[src/psc_divider.sv]
// Restoring divider, one quotient bit per cycle.
module psc_divider #(
    parameter int NW = 13,
    parameter int QW = 17
) (
    input  logic          aclk,
    input  logic          aresetn,
    input  logic          start,
    input  logic [NW-1:0] numer,
    input  logic [NW-1:0] denom,
    output logic          done,
    output logic [QW-1:0] quot
);
    localparam int DW = NW + 16;
    localparam int CW = $clog2(DW + 1);

    logic [DW-1:0] dividend_reg, dividend_next;
    logic [NW:0]   rem_reg, rem_next;
    logic [DW-1:0] q_reg, q_next;
    logic [CW-1:0] cnt_reg, cnt_next;
    logic          busy_reg, busy_next;
    logic          done_reg, done_next;
    logic [NW:0]   trial;
    logic [NW+1:0] diff;

    always_comb begin
        dividend_next = dividend_reg;
        rem_next      = rem_reg;
        q_next        = q_reg;
        cnt_next      = cnt_reg;
        busy_next     = busy_reg;
        done_next     = 1'b0;
        trial         = {rem_reg[NW-1:0], dividend_reg[DW-1]};
        diff          = {1'b0, trial} - {2'b00, denom};
        if (start) begin
            dividend_next = {numer, 16'd0};
            rem_next      = '0;
            q_next        = '0;
            cnt_next      = CW'(DW);
            busy_next     = 1'b1;
        end else if (busy_reg) begin
            dividend_next = {dividend_reg[DW-2:0], 1'b0};
            if (!diff[NW+1]) begin
                rem_next = diff[NW:0];
                q_next   = {q_reg[DW-2:0], 1'b1};
            end else begin
                rem_next = trial;
                q_next   = {q_reg[DW-2:0], 1'b0};
            end
            cnt_next = cnt_reg - 1'b1;
            if (cnt_reg == CW'(1)) begin
                busy_next = 1'b0;
                done_next = 1'b1;
            end
        end
    end

    always_ff @(posedge aclk) begin
        dividend_reg <= dividend_next;
        rem_reg      <= rem_next;
        q_reg        <= q_next;
        cnt_reg      <= cnt_next;
        if (!aresetn) begin
            busy_reg <= 1'b0;
            done_reg <= 1'b0;
        end else begin
            busy_reg <= busy_next;
            done_reg <= done_next;
        end
    end

    assign done = done_reg;
    assign quot = q_reg[QW-1:0];
endmodule

[config.mk]
export PLATFORM = sky130hd
export DESIGN_NAME = psc_divider
export DESIGN_NICKNAME = d
export VERILOG_FILES = /design/src/psc_divider.sv
export SDC_FILE = /design/constraint.sdc
export NUM_CORES = 1
export LEC_CHECK = 0
export ABC_CLOCK_PERIOD_IN_PS = 2000
export BUFFER_PORTS_ARGS = -buffer_cell sky130_fd_sc_hd__buf_2
export CAP_MARGIN = 0
export CORE_ASPECT_RATIO = 0.6
export CORE_MARGIN = 10
export CORE_UTILIZATION = 44
export DETAILED_ROUTE_END_ITERATION = 8
export HOLD_SLACK_MARGIN = 0.06
export MAX_ROUTING_LAYER = met4
export PLACE_DENSITY = 0.68
export SETUP_SLACK_MARGIN = 0.05
export SLEW_MARGIN = 20
export SYNTH_ARGS = -nofsm -noshare
export SYNTH_HDL_FRONTEND = slang
export SYNTH_SLANG_ARGS = --single-unit
export TNS_END_PERCENT = 20
[constraint.sdc]
create_clock -name aclk -period 2 [get_ports aclk]
set_input_delay 0 -clock aclk [delete_from_list [all_inputs] [get_ports aclk]]
set_output_delay 0 -clock aclk [all_outputs]
set_load 0.005 [all_outputs]
==> After elaboration in Yosys (flattened, before gate mapping) <==
Cells that the tools add are included.
{ "totals": {"elab_cells": 21, "output_inout_bits": 18, "input_bits": 29, "register_bits": 50} }
{ "op_classes": {"bitwise": 2, "reduce_logical": 2, "n_eq_ne": 1, "n_mux": 8, "n_addsub": 2} }
{ "op_table": {"columns": ["op", "count"], "rows": [
  ["29-bit 2-to-1 mux", 2],
  ["14-bit by 13-bit subtractor with 15-bit output", 1],
  ["13-bit 2-to-1 mux", 1],
  ["5-bit by 1-bit equality test with 1-bit output, second input constant", 1],
  ["1-bit 2-to-1 mux", 5],
  ["5-bit by 1-bit subtractor with 5-bit output, second input constant", 1],
  ["3-bit OR reduction", 1],
  ["1-bit inverter", 2],
  ["2-bit nonzero test", 1]
]} }

==> Depth between registers and ports, before layout <==
{ "logic_depth": {"depth_word": 4, "mapped_depth": 10, "depth_no_buf": 9} }

==> Least setup slack after synthesis <==
OpenSTA, ideal clock, no wires.
{ "synth_path": {"kind": "reg-to-reg", "start": "reg dividend_reg[28]", "end": "reg rem_reg[2]", "path_stages_with_launch": 11, "path_buffers": 1, "period_less_slack_ns": 2.227, "arrival_ns": 2.105, "setup_slack_ns": -0.227, "setup_ns": 0.122, "required_time_ns": 1.878, "path_cell_list": "edfxtp_1 -> inv_1 -> ha_1 -> fa_1 -> nor2b_4 -> o31ai_2 -> a21oi_1 -> o31a_1 -> or2_4 -> buf_6 -> a221o_1"} }
{ "synth_between": {"elab_chain_len": 2} }
{ "synth_lines": {"columns": ["element", "line_no", "text"], "rows": [
  ["start, declared", "17", "logic [DW-1:0] dividend_reg, dividend_next;"],
  ["start signal, assigned", "59", "dividend_reg <= dividend_next;"],
  ["14-bit by 13-bit subtractor with 15-bit output", "34", "diff = {1'b0, trial} - {2'b00, denom};"],
  ["13-bit 2-to-1 mux", "43", "if (!diff[NW+1]) begin"],
  ["end signal, assigned", "60", "rem_reg <= rem_next;"],
  ["end, declared", "18", "logic [NW:0] rem_reg, rem_next;"]
]} }
Every way passes these cells.
A chain may end at the register's enable or synchronous reset.

==> Worst setup path in the final report <==
{ "layout_path": {"start": "reg dividend_reg[28]", "end": "reg rem_reg[5]"} }
Same word-level chain as after synthesis.

==> flow_summary_export.csv <==
group,metric,value,unit
clocking,cts_root_buffer,"clkbuf_8",
floorplanning,dieArea,9751,µm²
clocking,cts_buffer_depth,2,
layout,diodes,0,
worst_setup_path,path_class,"flip-flop to flip-flop",
grt,grt_pass1_wl,10.55,mm
worst_setup_path,rr_worst_depth,9,
layout,stdcell_count,451,
placed_design,gp_congestion,0.9197,
timing,fin_crit_sh,110.7,%
timing,rsz0062_at_grt,"yes",
logic_synthesis,synth_top_flop_cell,"dfxtp_1",
grt,use_met3,2.723,%
layout,seq_area,1131,µm²
clocking,insertion_delay,0.29,ns
drt,firstDrtPassIters,4,
logic_synthesis,yosysUniqueCellTypes,50,
placed_design,dp.cells,421,
job,drv_cap,0,
pwr,leakage,1.586,nW
grt,grt_max_degree,40,
outcome,outcome,"finished, violations left",
logic_synthesis,synthesis.area,2693,µm²
layout,synthToLayoutAreaGrowth,30.95,%
logic_synthesis,ys_ff_latch,50,
worst_setup_path,rr_endpoint,"rem_reg[5]",
drt,vias,2254,
logic_synthesis,synth_top_area_cell,"dfxtp_1",
layout,multi_input_area,1475,µm²
worst_setup_path,r2r_slack,-0.21,ns
worst_setup_path,critPathBufInv,1,
timing,final.hold.worst_slack,0.1588,ns
drt,drt_wl_total,6.461,mm
outcome,violations,"setup timing",
clocking,cts_max_level,2,
floorplanning,io_pins,47,
logic_synthesis,netlist_instances,282,
layout,num-fill-cells,499,
logic_synthesis,synth_area_per_cell,9.548,µm²
worst_setup_path,cp.required,2.18,ns
clocking,cts_tree,"done",
clocking,cts_buffers,5,
hold_path,min_to,"rem_reg[0]",
pwr,power_density,603.0,nW/µm²
hold_path,hp-class,"primary input to flip-flop",
layout,nNetsFinal,415,
grt,use_met2,18.51,%
floorplanning,dieHeight,80.60,µm
layout,final_cell_mix,"46 x buf_2, 37 x dfxtp_1, 32 x buf_4",
floorplanning,core_region_area,5754,µm²
logic_synthesis,synthArstFlopShare,0,%
grt,busiest_layer,"met1",
worst_setup_path,critPathSlowestCell,"edfxtp_1",
placed_design,dp_hpwl,4.731,mm
timing,max-slew-margin-rel,40.44,%
worst_setup_path,cp-end-kind,"flip-flop",
floorplanning,initial_core_util,46.79,%
worst_setup_path,critPathMaxFanout,5,
worst_setup_path,rr_startpoint,"dividend_reg[28]",
worst_setup_path,arrival,2.40,ns
worst_setup_path,startpoint_type,"flip-flop",
logic_synthesis,synthTopCellsByArea,"dfxtp_1 28%, edfxtp_1 14%, ha_1 7.0%",
timing,fin_skew,0.008143,ns
placed_design,placed_area,3169,µm²
logic_synthesis,synth_enable_flop_cells,13,
grt,grtUsageTotal,13.44,%
timing,max_freq,451.8,MHz
pwr,ir_drop,0.0004656,V
placed_design,port-buffer-count,46,
floorplanning,die_x,121.0,µm
logic_synthesis,synth_seq_area_share,42.01,%
drt,avgRoutedWirePerCell,14.33,µm
drt,drt_first_iter_violations,113,
drt,viasPerCell,4.998,
logic_synthesis,ys_warn_count,0,
logic_synthesis,synth_nets,327,
grt,grt_antenna_before_repair,0,
drt,drcViolationCount,0,
timing,finalSetupTns,-2.146,ns
timing,worst_pin_slew,0.8901,ns
timing,setup_slack,-0.2135,ns
layout,final_common_cell,"buf_2",
clocking,clock-sinks,50,
worst_setup_path,cpLargestDelayFamily,"compound AO/OA/AOI/OAI gates",
layout,drive_gt1_share,31.27,%
layout,largest_reg_flops,17,
timing,hold_viol,0,
layout,finalInstanceArea,3526,µm²
timing,setup_violations,14,
drt,postRouteAntennaNets,0,
logic_synthesis,netlist.area_leader.share,27.51,%
hold_path,min-delay-start,"denom[0]",
grt,grt_use_met1,19.55,%
grt,overflow,0,
hold_path,min_path_cells,5,
timing,maxSlewViolCount,0,
worst_setup_path,max_stage_delay,0.40,ns
grt,grt_pass1_vias,2168,
clocking,clkSlewWorstSetupHoldPaths,0.09,ns
worst_setup_path,worstPathCellList,"inv_2, ha_4, fa_2, nor2b_4, o31ai_4, a21oi_2, o31a_1, or2_4, o311a_1",
floorplanning,std_cell_rows,21,
timing,fin_crit,2.213,ns
-- cells by family after synthesis --
family	after synthesis	share of synthesized area, %
buffers and inverters	36	5.576
adder cells (fa/ha/maj)	16	7.714
AND/OR/NAND/NOR	80	14.08
AO/OA/AOI/OAI	61	16.08
multiplexers	28	10.97
flip-flops	50	42.01
XOR/XNOR	11	3.578
-- layout make-up --
type                    instances  area share (%)
multi-input cells             197           41.84
flip-flops and latches         50           32.08
repair buffers                 93           17.64
clock buffers                   8           3.158
well taps                      80           2.839
inverters                      23           2.449
-- stage by stage --
stage | setup WS (ns) | power (mW) | util [%]
after floorplan | -0.1691 | 1.321 | -
after global placement | -0.1335 | 1.425 | 55.08
after detailed placement | -0.1800 | 1.431 | 55.08
after CTS | -0.1591 | 2.135 | 60.23
after global routing | -0.2573 | 2.226 | 61.27
final | -0.2135 | 2.126 | 61.27
-- where the power goes --
group	total (mW)	switching, mW	internal [mW]
registers	1.10	0.0165	1.08
logic	0.354	0.168	0.185
clock network	0.673	0.315	0.358
-- worst max-delay path by stage --
stage | from | endpoint | slack, ns | depth (start not counted)
after floorplan | dividend_reg[28] | rem_reg[2] | -0.17 | 10
after global placement | dividend_reg[28] | rem_reg[2] | -0.13 | 9
after detailed placement | dividend_reg[28] | rem_reg[6] | -0.18 | 10
after CTS | dividend_reg[28] | rem_reg[10] | -0.16 | 9
after global routing | dividend_reg[28] | rem_reg[2] | -0.26 | 9
final | dividend_reg[28] | rem_reg[5] | -0.21 | 9
-- routing by layer --
layer	up-vias	share of wire [%]	wire length (µm)
li1	1175	-	-
met1	1015	53	3445
met2	62	40	2575
met3	2	6.3	407
met4	0	0.50	32
met5	-	0	0
-- what timing repair did --
item	CTS	global route
resized for setup	6	9
pin swaps	4	5
setup buffers	3	4
hold buffers	14	0
cloned	1	0
endpoints found under the setup margin	14	27
endpoints found under the hold margin	15	0
-- synthesized netlist by cell type, types with 3 or more instances --
master	instances
buf_1	3
nor3_1	5
a21oi_1	14
inv_1	23
nand2b_1	7
o211ai_1	15
ha_1	15
dfxtp_1	37
clkbuf_1	8
and3_1	3
nor2b_1	3
o21ai_0	6
a31oi_1	3
edfxtp_1	13
nor2_1	27
xor2_1	3
mux2i_1	16
nand2_1	25
mux2_2	12
xnor2_1	8
-- tightest hold or removal path, delay by kind of cell --
family	cells	cell delay, ns
AND/OR/NAND/NOR	1	0.05
AO/OA/AOI/OAI	2	0.13
adder cells (fa/ha/maj)	1	0.12
buffers and inverters	1	0.10
Note: power is estimated with default switching activity, not from simulation.
